[src/hdl/rcenc_pkg.sv]
// rcenc_pkg: shared widths, defaults and the queue entry type of the
// rns scaled coefficient encoder; used by every module in hdl
`default_nettype none
package rcenc_pkg;
   localparam int unsigned SCALE_W     = 41;
   localparam int unsigned SLOTCNT_W   = 16;
   localparam int unsigned MODCNT_W    = 3;
   localparam int unsigned MOD_W       = 60;
   localparam int unsigned VALUE_W     = 32;
   localparam int unsigned SLOT_W      = 15;
   localparam int unsigned MODIDX_W    = 2;
   localparam int unsigned IVAL_W      = 63;
   localparam int unsigned NUM_MOD_REG = 4;
   localparam int unsigned SCALE_SPLIT = 20;
   localparam int unsigned CSR_IDX_W   = 3;

   localparam int unsigned MAX_MODULI_DEF = 4;
   localparam int unsigned MAX_SLOTS_DEF  = 32768;
   localparam int unsigned FRAC_BITS_DEF  = 16;

   // register indexes of the csr port
   localparam logic [CSR_IDX_W-1:0] REG_SCALE        = 3'd0;
   localparam logic [CSR_IDX_W-1:0] REG_ACTIVE_SLOTS = 3'd1;
   localparam logic [CSR_IDX_W-1:0] REG_MOD_COUNT    = 3'd2;
   localparam logic [CSR_IDX_W-1:0] REG_MOD_A        = 3'd3;
   localparam logic [CSR_IDX_W-1:0] REG_MOD_B        = 3'd4;
   localparam logic [CSR_IDX_W-1:0] REG_MOD_C        = 3'd5;
   localparam logic [CSR_IDX_W-1:0] REG_MOD_D        = 3'd6;

   localparam logic [SCALE_W-1:0]   SCALE_RST        = 41'd1073741824;
   localparam logic [SLOTCNT_W-1:0] ACTIVE_SLOTS_RST = 16'd2048;
   localparam logic [MODCNT_W-1:0]  MOD_COUNT_RST    = 3'd1;
   localparam logic [MOD_W-1:0]     MODULUS_RST      = 60'd2;

   typedef struct packed {
      logic [IVAL_W-1:0] ival;
      logic              neg;
      logic [SLOT_W-1:0] slot;
      logic              fin;
      logic              err;
   } q_entry_type;
endpackage
`default_nettype wire

[src/hdl/rcenc_front.sv]
// rcenc_front: accepts input values, checks the slot index, multiplies by
// the scale and rounds; depends on rcenc_pkg
`default_nettype none
module rcenc_front #(
   parameter int unsigned MAX_SLOTS = rcenc_pkg::MAX_SLOTS_DEF,
   parameter int unsigned FRAC_BITS = rcenc_pkg::FRAC_BITS_DEF
) (
   input  wire logic                                clock,
   input  wire logic                                reset,
   input  wire logic                                req_valid,
   output logic                                     req_ready,
   input  wire logic signed [rcenc_pkg::VALUE_W-1:0] req_real_value,
   input  wire logic [rcenc_pkg::SLOT_W-1:0]        req_slot_index,
   input  wire logic                                req_final_value,
   input  wire logic [rcenc_pkg::SCALE_W-1:0]       scale,
   input  wire logic [rcenc_pkg::SLOTCNT_W-1:0]     active_slots,
   output logic                                     push_valid,
   input  wire logic                                push_ready,
   output rcenc_pkg::q_entry_type                   push_data
);
   localparam int unsigned HI_W   = rcenc_pkg::SCALE_W - rcenc_pkg::SCALE_SPLIT;
   localparam int unsigned A_W    = rcenc_pkg::VALUE_W + HI_W;
   localparam int unsigned B_W    = rcenc_pkg::VALUE_W + rcenc_pkg::SCALE_SPLIT;
   localparam int unsigned PROD_W = rcenc_pkg::VALUE_W + rcenc_pkg::SCALE_W;
   localparam int unsigned SUM_W  = PROD_W + 1;
   localparam int unsigned LIM_W  = rcenc_pkg::SLOTCNT_W + 1;
   localparam logic [SUM_W-1:0] ROUND_ADD =
      (FRAC_BITS > 0) ? (SUM_W'(1) << (FRAC_BITS - 1)) : '0;
   localparam logic [LIM_W-1:0] SLOT_LIMIT = LIM_W'(MAX_SLOTS);

   logic                          valid_ff, valid_in;
   logic [A_W-1:0]                a_ff;
   logic [B_W-1:0]                b_ff;
   logic                          neg_ff, fin_ff, err_ff;
   logic [rcenc_pkg::SLOT_W-1:0]  slot_ff;
   logic                          accept;
   logic [rcenc_pkg::VALUE_W-1:0] mag;
   logic [LIM_W-1:0]              limit;
   logic [SUM_W-1:0]              sum;
   logic [SUM_W-1:0]              shifted;
   logic                          over;

   assign req_ready = !valid_ff || push_ready;
   assign accept    = req_valid && req_ready;
   assign mag       = req_real_value[rcenc_pkg::VALUE_W-1] ?
                      rcenc_pkg::VALUE_W'(-req_real_value) : req_real_value;
   assign limit     = ({1'b0, active_slots} < SLOT_LIMIT) ? {1'b0, active_slots} : SLOT_LIMIT;

   always_comb begin
      valid_in = valid_ff;
      if (accept) begin
         valid_in = 1'b1;
      end else if (push_ready) begin
         valid_in = 1'b0;
      end
   end

   always_ff @(posedge clock) begin
      if (reset) begin
         valid_ff <= 1'b0;
      end else begin
         valid_ff <= valid_in;
      end
   end

   // split multiply: high and low part of the scale
   always_ff @(posedge clock) begin
      if (accept) begin
         a_ff    <= A_W'(mag) * A_W'(scale[rcenc_pkg::SCALE_W-1:rcenc_pkg::SCALE_SPLIT]);
         b_ff    <= B_W'(mag) * B_W'(scale[rcenc_pkg::SCALE_SPLIT-1:0]);
         neg_ff  <= req_real_value[rcenc_pkg::VALUE_W-1];
         slot_ff <= req_slot_index;
         fin_ff  <= req_final_value;
         err_ff  <= LIM_W'(req_slot_index) >= limit;
      end
   end

   assign sum     = (SUM_W'(a_ff) << rcenc_pkg::SCALE_SPLIT) + SUM_W'(b_ff) + ROUND_ADD;
   assign shifted = sum >> FRAC_BITS;
   assign over    = |shifted[SUM_W-1:rcenc_pkg::IVAL_W];

   assign push_valid     = valid_ff;
   assign push_data.ival = over ? '1 : shifted[rcenc_pkg::IVAL_W-1:0];
   assign push_data.neg  = neg_ff;
   assign push_data.slot = slot_ff;
   assign push_data.fin  = fin_ff;
   assign push_data.err  = err_ff;
endmodule
`default_nettype wire

[src/hdl/rcenc_queue.sv]
// rcenc_queue: two-entry queue between front and back end
// depends on rcenc_pkg for the entry type
`default_nettype none
module rcenc_queue (
   input  wire logic              clock,
   input  wire logic              reset,
   input  wire logic              push_valid,
   output logic                   push_ready,
   input  rcenc_pkg::q_entry_type push_data,
   output logic                   pop_valid,
   input  wire logic              pop_ready,
   output rcenc_pkg::q_entry_type pop_data
);
   rcenc_pkg::q_entry_type mem_ff [2];
   logic       wr_ptr_ff, wr_ptr_in, rd_ptr_ff, rd_ptr_in;
   logic [1:0] count_ff, count_in;
   logic       do_push, do_pop;

   assign push_ready = count_ff != 2'd2;
   assign pop_valid  = count_ff != 2'd0;
   assign pop_data   = mem_ff[rd_ptr_ff];
   assign do_push    = push_valid && push_ready;
   assign do_pop     = pop_valid && pop_ready;
   assign wr_ptr_in  = wr_ptr_ff ^ do_push;
   assign rd_ptr_in  = rd_ptr_ff ^ do_pop;
   assign count_in   = count_ff + 2'(do_push) - 2'(do_pop);

   always_ff @(posedge clock) begin
      if (reset) begin
         wr_ptr_ff <= 1'b0;
         rd_ptr_ff <= 1'b0;
         count_ff  <= 2'd0;
      end else begin
         wr_ptr_ff <= wr_ptr_in;
         rd_ptr_ff <= rd_ptr_in;
         count_ff  <= count_in;
      end
   end

   always_ff @(posedge clock) begin
      if (do_push) begin
         mem_ff[wr_ptr_ff] <= push_data;
      end
   end

   assert property (@(posedge clock) disable iff (reset) count_ff != 2'd3)
      else $error("queue count out of range");
   assert property (@(posedge clock) disable iff (reset)
      (push_valid && !push_ready) |=> (count_ff == 2'd2 || do_pop || $past(do_pop)))
      else $error("queue refused a push while not full");
   assert property (@(posedge clock) disable iff (reset)
      (do_push && !do_pop) |=> count_ff == $past(count_ff) + 2'd1)
      else $error("queue count lost a push");
endmodule
`default_nettype wire

[src/hdl/rcenc_back.sv]
// rcenc_back: reduces each queued integer modulo the moduli in use, one
// remainder, one dividend bit per cycle, and drives the result register; uses rcenc_pkg
`default_nettype none
module rcenc_back (
   input  wire logic                               clock,
   input  wire logic                               reset,
   input  wire logic                               pop_valid,
   output logic                                    pop_ready,
   input  rcenc_pkg::q_entry_type                  pop_data,
   input  wire logic [rcenc_pkg::MODCNT_W-1:0]     mod_count,
   input  wire logic [rcenc_pkg::MOD_W-1:0]        moduli [rcenc_pkg::NUM_MOD_REG],
   output logic                                    rsp_valid,
   input  wire logic                               rsp_ready,
   output logic [rcenc_pkg::MOD_W-1:0]             rsp_residue,
   output logic [rcenc_pkg::MODIDX_W-1:0]          rsp_modulus_index,
   output logic [rcenc_pkg::SLOT_W-1:0]            rsp_coeff_position,
   output logic                                    rsp_run_end,
   output logic                                    rsp_plaintext_end,
   output logic                                    rsp_index_error
);
   localparam int unsigned MW    = rcenc_pkg::MOD_W;
   localparam int unsigned IW    = rcenc_pkg::IVAL_W;
   localparam int unsigned CNT_W = $clog2(IW);
   localparam logic [CNT_W-1:0] LAST_STEP = CNT_W'(IW - 1);

   typedef enum logic [2:0] {
      S_IDLE = 3'b001,
      S_DIV  = 3'b010,
      S_EMIT = 3'b100
   } state_type;

   state_type                          state_ff, state_in;
   rcenc_pkg::q_entry_type             item_ff, item_in;
   logic [IW-1:0]                      shift_ff, shift_in;
   logic [MW-1:0]                      rem_ff, rem_in;
   logic [CNT_W-1:0]                   cnt_ff, cnt_in;
   logic [rcenc_pkg::MODIDX_W-1:0]     k_ff, k_in;
   logic                               out_valid_ff, out_valid_in;
   logic [MW-1:0]                      out_res_ff, out_res_in;
   logic [rcenc_pkg::MODIDX_W-1:0]     out_k_ff;
   logic [rcenc_pkg::SLOT_W-1:0]       out_slot_ff;
   logic                               out_end_ff, out_fin_ff, out_err_ff;
   logic                               out_end_in, out_load;
   logic [MW-1:0]                      m;
   logic [MW:0]                        trial;
   logic [MW:0]                        diff;
   logic [MW-1:0]                      residue;
   logic                               last_mod;

   assign m        = moduli[k_ff];
   assign trial    = {rem_ff, shift_ff[IW-1]};
   assign diff     = trial - {1'b0, m};
   assign last_mod = ({1'b0, k_ff} + 3'd1) == mod_count;
   assign residue  = (m <= MW'(1)) ? '0 :
                     (item_ff.neg && rem_ff != '0) ? m - rem_ff : rem_ff;
   assign pop_ready = state_ff == S_IDLE;

   always_comb begin
      state_in     = state_ff;
      item_in      = item_ff;
      shift_in     = shift_ff;
      rem_in       = rem_ff;
      cnt_in       = cnt_ff;
      k_in         = k_ff;
      out_load     = 1'b0;
      out_res_in   = residue;
      out_end_in   = last_mod;
      out_valid_in = out_valid_ff && !rsp_ready;
      case (state_ff)
         S_IDLE: begin
            if (pop_valid) begin
               item_in  = pop_data;
               shift_in = pop_data.ival;
               rem_in   = '0;
               cnt_in   = '0;
               k_in     = '0;
               state_in = pop_data.err ? S_EMIT : S_DIV;
            end
         end
         S_DIV: begin
            // restoring reduction, one dividend bit per cycle
            rem_in   = trial >= {1'b0, m} ? diff[MW-1:0] : trial[MW-1:0];
            shift_in = shift_ff << 1;
            cnt_in   = cnt_ff + CNT_W'(1);
            if (cnt_ff == LAST_STEP) begin
               state_in = S_EMIT;
            end
         end
         S_EMIT: begin
            if (item_ff.err) begin
               out_res_in = '0;
               out_end_in = 1'b1;
            end
            if (!out_valid_ff || rsp_ready) begin
               out_load     = 1'b1;
               out_valid_in = 1'b1;
               if (item_ff.err || last_mod) begin
                  state_in = S_IDLE;
               end else begin
                  k_in     = k_ff + rcenc_pkg::MODIDX_W'(1);
                  shift_in = item_ff.ival;
                  rem_in   = '0;
                  cnt_in   = '0;
                  state_in = S_DIV;
               end
            end
         end
         default: state_in = S_IDLE;
      endcase
   end

   always_ff @(posedge clock) begin
      if (reset) begin
         state_ff     <= S_IDLE;
         out_valid_ff <= 1'b0;
      end else begin
         state_ff     <= state_in;
         out_valid_ff <= out_valid_in;
      end
   end

   always_ff @(posedge clock) begin
      item_ff  <= item_in;
      shift_ff <= shift_in;
      rem_ff   <= rem_in;
      cnt_ff   <= cnt_in;
      k_ff     <= k_in;
      if (out_load) begin
         out_res_ff  <= out_res_in;
         out_k_ff    <= k_ff;
         out_slot_ff <= item_ff.slot;
         out_end_ff  <= out_end_in;
         out_fin_ff  <= out_end_in && item_ff.fin;
         out_err_ff  <= item_ff.err;
      end
   end

   assign rsp_valid          = out_valid_ff;
   assign rsp_residue        = out_res_ff;
   assign rsp_modulus_index  = out_k_ff;
   assign rsp_coeff_position = out_slot_ff;
   assign rsp_run_end        = out_end_ff;
   assign rsp_plaintext_end  = out_fin_ff;
   assign rsp_index_error    = out_err_ff;

   assert property (@(posedge clock) disable iff (reset)
      (out_valid_ff && out_err_ff) |-> (out_res_ff == '0 && out_k_ff == '0 && out_end_ff))
      else $error("error result with nonzero payload");
   assert property (@(posedge clock) disable iff (reset)
      (out_valid_ff && !out_end_ff) |-> !out_fin_ff)
      else $error("plaintext end outside run end");
   assert property (@(posedge clock) disable iff (reset)
      (state_ff == S_DIV) |-> item_ff.err == 1'b0)
      else $error("reduction started for an index error");
endmodule
`default_nettype wire

[src/hdl/rns_scaled_coefficient_encoder_unit.sv]
// path from input acceptance to the first result: front register, queue and
// back-end load, then per modulus the bit-serial reduction over all 63 bits of
// the queued integer and a load of the result register; result stalls add to this
// the shared reduction unit takes a new item only after it has sent the last
// result of the one before; an index error item skips the reduction and gives one error result
// reset: synchronous; clears the queue, pipeline and result valid, and sets the
// registers to scale 2^30, 2048 active slots, one modulus, every modulus 2
`default_nettype none
module rns_scaled_coefficient_encoder_unit #(
   parameter int unsigned MAX_MODULI = rcenc_pkg::MAX_MODULI_DEF,
   parameter int unsigned MAX_SLOTS  = rcenc_pkg::MAX_SLOTS_DEF,
   parameter int unsigned FRAC_BITS  = rcenc_pkg::FRAC_BITS_DEF
) (
   input  wire logic                                 clock,
   input  wire logic                                 reset,
   input  wire logic                                 req_valid,
   output logic                                      req_ready,
   input  wire logic signed [rcenc_pkg::VALUE_W-1:0] req_real_value,
   input  wire logic [rcenc_pkg::SLOT_W-1:0]         req_slot_index,
   input  wire logic                                 req_final_value,
   output logic                                      rsp_valid,
   input  wire logic                                 rsp_ready,
   output logic [rcenc_pkg::MOD_W-1:0]               rsp_residue,
   output logic [rcenc_pkg::MODIDX_W-1:0]            rsp_modulus_index,
   output logic [rcenc_pkg::SLOT_W-1:0]              rsp_coeff_position,
   output logic                                      rsp_run_end,
   output logic                                      rsp_plaintext_end,
   output logic                                      rsp_index_error,
   input  wire logic                                 csr_write_enable,
   input  wire logic [rcenc_pkg::CSR_IDX_W-1:0]      csr_index,
   input  wire logic [rcenc_pkg::MOD_W-1:0]          csr_write_data
);
   localparam int unsigned MOD_LIMIT =
      (MAX_MODULI < rcenc_pkg::NUM_MOD_REG) ? MAX_MODULI : rcenc_pkg::NUM_MOD_REG;

   logic [rcenc_pkg::SCALE_W-1:0]   scale_ff;
   logic [rcenc_pkg::SLOTCNT_W-1:0] active_slots_ff;
   logic [rcenc_pkg::MODCNT_W-1:0]  mod_count_ff;
   logic [rcenc_pkg::MOD_W-1:0]     moduli_ff [rcenc_pkg::NUM_MOD_REG];
   logic [rcenc_pkg::MODCNT_W-1:0]  mod_count_eff;
   logic                            f_valid, f_ready, b_valid, b_ready;
   rcenc_pkg::q_entry_type          f_data, b_data;

   always_ff @(posedge clock) begin
      if (reset) begin
         scale_ff        <= rcenc_pkg::SCALE_RST;
         active_slots_ff <= rcenc_pkg::ACTIVE_SLOTS_RST;
         mod_count_ff    <= rcenc_pkg::MOD_COUNT_RST;
         for (int i = 0; i < rcenc_pkg::NUM_MOD_REG; i++) begin
            moduli_ff[i] <= rcenc_pkg::MODULUS_RST;
         end
      end else if (csr_write_enable) begin
         case (csr_index)
            rcenc_pkg::REG_SCALE:      scale_ff <= csr_write_data[rcenc_pkg::SCALE_W-1:0];
            rcenc_pkg::REG_ACTIVE_SLOTS:
               active_slots_ff <= csr_write_data[rcenc_pkg::SLOTCNT_W-1:0];
            rcenc_pkg::REG_MOD_COUNT:
               mod_count_ff <= csr_write_data[rcenc_pkg::MODCNT_W-1:0];
            rcenc_pkg::REG_MOD_A:      moduli_ff[0] <= csr_write_data;
            rcenc_pkg::REG_MOD_B:      moduli_ff[1] <= csr_write_data;
            rcenc_pkg::REG_MOD_C:      moduli_ff[2] <= csr_write_data;
            rcenc_pkg::REG_MOD_D:      moduli_ff[3] <= csr_write_data;
            default: ;
         endcase
      end
   end

   // zero acts as one, above the limit clamps
   assign mod_count_eff =
      (mod_count_ff == '0) ? rcenc_pkg::MODCNT_W'(1) :
      (mod_count_ff > rcenc_pkg::MODCNT_W'(MOD_LIMIT)) ? rcenc_pkg::MODCNT_W'(MOD_LIMIT) :
      mod_count_ff;

   rcenc_front #(
      .MAX_SLOTS (MAX_SLOTS),
      .FRAC_BITS (FRAC_BITS)
   ) u_front (
      .clock          (clock),
      .reset          (reset),
      .req_valid      (req_valid),
      .req_ready      (req_ready),
      .req_real_value (req_real_value),
      .req_slot_index (req_slot_index),
      .req_final_value(req_final_value),
      .scale          (scale_ff),
      .active_slots   (active_slots_ff),
      .push_valid     (f_valid),
      .push_ready     (f_ready),
      .push_data      (f_data)
   );

   rcenc_queue u_queue (
      .clock     (clock),
      .reset     (reset),
      .push_valid(f_valid),
      .push_ready(f_ready),
      .push_data (f_data),
      .pop_valid (b_valid),
      .pop_ready (b_ready),
      .pop_data  (b_data)
   );

   rcenc_back u_back (
      .clock             (clock),
      .reset             (reset),
      .pop_valid         (b_valid),
      .pop_ready         (b_ready),
      .pop_data          (b_data),
      .mod_count         (mod_count_eff),
      .moduli            (moduli_ff),
      .rsp_valid         (rsp_valid),
      .rsp_ready         (rsp_ready),
      .rsp_residue       (rsp_residue),
      .rsp_modulus_index (rsp_modulus_index),
      .rsp_coeff_position(rsp_coeff_position),
      .rsp_run_end       (rsp_run_end),
      .rsp_plaintext_end (rsp_plaintext_end),
      .rsp_index_error   (rsp_index_error)
   );
endmodule
`default_nettype wire

[config.mk]
export PLATFORM = sky130hd
export DESIGN_NAME = rns_scaled_coefficient_encoder_unit
export DESIGN_NICKNAME = d
export VERILOG_FILES = /design/src/hdl/rcenc_pkg.sv /design/src/hdl/rcenc_front.sv /design/src/hdl/rcenc_queue.sv /design/src/hdl/rcenc_back.sv /design/src/hdl/rns_scaled_coefficient_encoder_unit.sv
export SDC_FILE = /design/constraint.sdc
export NUM_CORES = 2
export LEC_CHECK = 0
export ABC_CLOCK_PERIOD_IN_PS = 24500
export CAP_MARGIN = 0
export CORE_ASPECT_RATIO = 0.5
export CORE_MARGIN = 8
export CORE_UTILIZATION = 60
export DETAILED_ROUTE_END_ITERATION = 6
export DONT_BUFFER_PORTS = 1
export PLACE_DENSITY = 0.86
export RECOVER_POWER = 100
export REMOVE_ABC_BUFFERS = 1
export SKIP_CTS_REPAIR_TIMING = 1
export SLEW_MARGIN = 25
export SYNTH_ARGS = -nofsm -noshare
export SYNTH_HDL_FRONTEND = slang
export SYNTH_SLANG_ARGS = --single-unit
export TNS_END_PERCENT = 5
[constraint.sdc]
create_clock -name clock -period 24.5 [get_ports clock]
set_clock_uncertainty 0.1 [all_clocks]
set_input_delay 1.225 -clock clock [delete_from_list [all_inputs] [get_ports clock]]
set_output_delay 1.225 -clock clock [all_outputs]
set_load 0.1 [all_outputs]
==> flow_metrics.env <==
export IMPL_status="finished with violations"
export IMPL_violations="DRC, capacitance limit, slew limit"
export IMPL_end_kind="register"
export IMPL_yosys_most_used_dff="edfxtp_1"
export IMPL_die_w_um=546
export IMPL_async_reset_ff_share_pct=0
export IMPL_vias=63981
export IMPL_grt_max_degree=309
export IMPL_max_cap_violations=26
export IMPL_syn_area_sq_mm=0.0844
export IMPL_rows=97
export IMPL_yosys_top_cells_count="nand2_1, inv_1, fa_1"
export IMPL_setup_tns_ns=0
export IMPL_slew_headroom_pct=-193
export IMPL_die_area_sq_mm=0.154
export IMPL_synthToLayoutAreaGrowth_pct=5.00
export IMPL_cp_max_fo=41
export IMPL_slowest_stage="or4_4"
export IMPL_dr_first_iter_drc_count=6356
export IMPL_io_buffers=0
export IMPL_wl_um=231000
export IMPL_cpMostUsedCell="fa_1"
export IMPL_hold_ws_ns=0.291
export IMPL_synth_largest_area_cell="fa_1"
export IMPL_cts_buffers=79
export IMPL_crit_arrival_ns=11.91
export IMPL_drv_slew=1245
export IMPL_grt_pass1_wl_um=365000
export IMPL_netlist_area_leader_share_pct=26.2
export IMPL_power_density_mw_per_mm2=74.7
export IMPL_finalCriticalPeriod_ns=11.57
export IMPL_cts_tree="built"
export IMPL_dpl_hpwl_um=165000
export IMPL_irDropWorstVdd_mv=0.0733
export IMPL_drive_gt1_share_pct=4.21
export IMPL_clk_latency_ns=0.71
export IMPL_track_usage_pct=29.9
export IMPL_first_global_vias=66581
export IMPL_tightest_slew_ns=4.39
export IMPL_vias_per_cell=6.09
export IMPL_clockBufferDepth=3
export IMPL_ff_latch_area_sq_mm=0.0226
export IMPL_hold_viol=0
export IMPL_post_synth_top_count_cell="nand2_1"
export IMPL_synth_distinct_cells=80
export IMPL_syn_inst=8870
export IMPL_synthTopCellsByArea="fa_1, edfxtp_1, ha_1, dfxtp_1, nand2_1"
export IMPL_min_path_type="register to register"
export IMPL_multiInputGateArea_sq_mm=0.0550
export IMPL_max_freq_mhz=86.4
export IMPL_pin_count=198
export IMPL_ant_nets=0
export IMPL_path_class="input port to register"
export IMPL_cts_root_buffer="clkbuf_16"
export IMPL_fin_crit_sh_pct=47.2
export IMPL_nNetsFinal=10279
export IMPL_leakage_uw=0.0401
export IMPL_synth_warnings=0
export IMPL_cp_start_kind="input port"
export IMPL_dr_pass1_iters=7
export IMPL_core_area_sq_mm=0.140
export IMPL_fill_cells=10602
export IMPL_gp_congestion=0.978
export IMPL_seq_area_frac_synth_pct=26.8
export IMPL_cts_num_sinks=856
export IMPL_setup_violations=0
export IMPL_wl_per_cell_um=22.0
export IMPL_synth_edf_count=547
export IMPL_synth_seq_cells=856
export IMPL_max_stage_delay_ns=0.60
export IMPL_ctsHtreeMaxLevel=3
export IMPL_fp_dieH_um=281
export IMPL_clk_pin_slew_ns=0.07
export IMPL_start_util_pct=60.3
export IMPL_synth_avg_cell_area_sq_um=9.51
export IMPL_worstPathRequired_ns=24.84
export IMPL_grt_setup_unrepaired="false"
export IMPL_antenna_found_initial=3
export IMPL_route_detailed_drc=20
export IMPL_grt_overflow=0
[through the flow]
step | worst slack (ns) | cells | cell area [sq um] | utilization (%) | power (uW)
6_report | 12.93 | 10508 | 88600 | 63.4 | 6610
5_1_grt | 11.89 | 10506 | 88600 | 63.3 | 6970
4_1_cts | 13.05 | 10505 | 88800 | 63.5 | 6570
3_5_place_dp | 12.33 | 10360 | 86000 | 61.5 | 5240
3_3_place_gp | 12.44 | 10360 | 86000 | 61.5 | 5170
2_1_floorplan | 12.98 | 8373 | 82500 | - | 4420
[flip-flops by register name (all words and copies together) (netlist names), 2 cells and up]
register and count:
u_back.cnt_ff 6, u_back.rsp_modulus_index 2, u_back.state_ff 3, u_queue.count_ff 2, moduli_ff 240, scale_ff 41, u_back.item_ff 76, u_back.rsp_coeff_position 15
active_slots_ff 16, u_front.a_ff 53, u_front.slot_ff 15, u_queue.mem_ff 152, u_back.k_ff 2, u_front.b_ff 37, u_back.shift_ff 63, mod_count_ff 3
u_back.rsp_residue 60, u_back.rem_ff 60
[worst paths after layout]
check / from / end / slack (ns) / depth (start not counted)
worst min-delay path: u_back.item_ff[3] / u_back.rsp_coeff_position[1] / 0.29 / 0
worst max-delay path: req_real_value[11] / u_front.b_ff[49] / 12.93 / 33
worst min register to register: u_back.item_ff[3] / u_back.rsp_coeff_position[1] / 0.29 / 0
worst max register to register: u_back.k_ff[0] / u_back.rem_ff[34] / 12.98 / 17
[metal layers]
metal,part of all wire [%],vias to the layer above,track usage (%)
met5,0.017,-,0
met4,5.9,6,15.1
met3,9.9,903,6.17
met2,47,3542,50.0
met1,37,31762,37.1
li1,-,27768,-
[critical path, delay by kind of cell]
kind / cells / cell delay (ns)
simple gates: 9 / 3.39
fa+ha+maj: 8 / 3.97
compound gates: 8 / 2.34
xor+xnor: 2 / 0.24
buf+inv: 6 / 0.73
[power by group]
part           internal (uW)  total, uW  switching, uW
registers               2040       2370            337
clock network            722       1310            593
logic                   1060       2930           1870
[area by class of cell]
type | count | area share, %
diodes | 2 | 0.00565
clock buffers | 102 | 2.52
clock inverters | 43 | 0.581
inverters | 1366 | 5.79
multi-input cells | 6151 | 62.1
flip-flops and latches | 856 | 25.5
well taps | 1881 | 2.66
repair buffers | 107 | 0.792
[layout by cell type, fill, tap and decap left out, types with 21 or more instances in the layout]
cell type	synthesis	final
dfxtp_1	309	302
edfxtp_1	547	547
clkbuf_1	468	40
nand4_1	62	62
fa_1	1104	1104
a31oi_1	31	30
a22o_1	71	71
o31ai_1	29	29
mux2_1	0	53
nor2_1	279	276
nor2b_1	37	37
xor2_1	86	85
inv_1	1366	1367
clkbuf_16	0	85
o21a_1	33	33
mux2_2	79	26
nor4_1	36	36
and2_1	740	725
nand2b_1	41	41
xnor2_2	0	28
buf_4	2	80
a21oi_1	614	614
xnor2_1	195	167
o21bai_1	34	34
ha_1	498	498
a21o_1	210	210
a211oi_1	35	35
and3_1	41	40
nor3_1	38	38
nand2_1	1386	1386
mux2i_1	21	21
nand3_1	71	68
o21ai_0	133	134
mux4_2	60	60
[kinds of logic after synthesis]
| group | Yosys count | share of synthesized area [%] |
|---|---|---|
| and+or+nand+nor | 2797 | 15.8 |
| buffers and inverters | 1863 | 8.32 |
| adders and majority gates | 1602 | 33.6 |
| AOI/OAI and AO/OA | 1311 | 9.69 |
| DFF | 856 | 26.8 |
| xor gates and xnor gates | 281 | 2.92 |
| muxes | 160 | 2.91 |
Note: power is estimated with default switching activity, not from simulation.
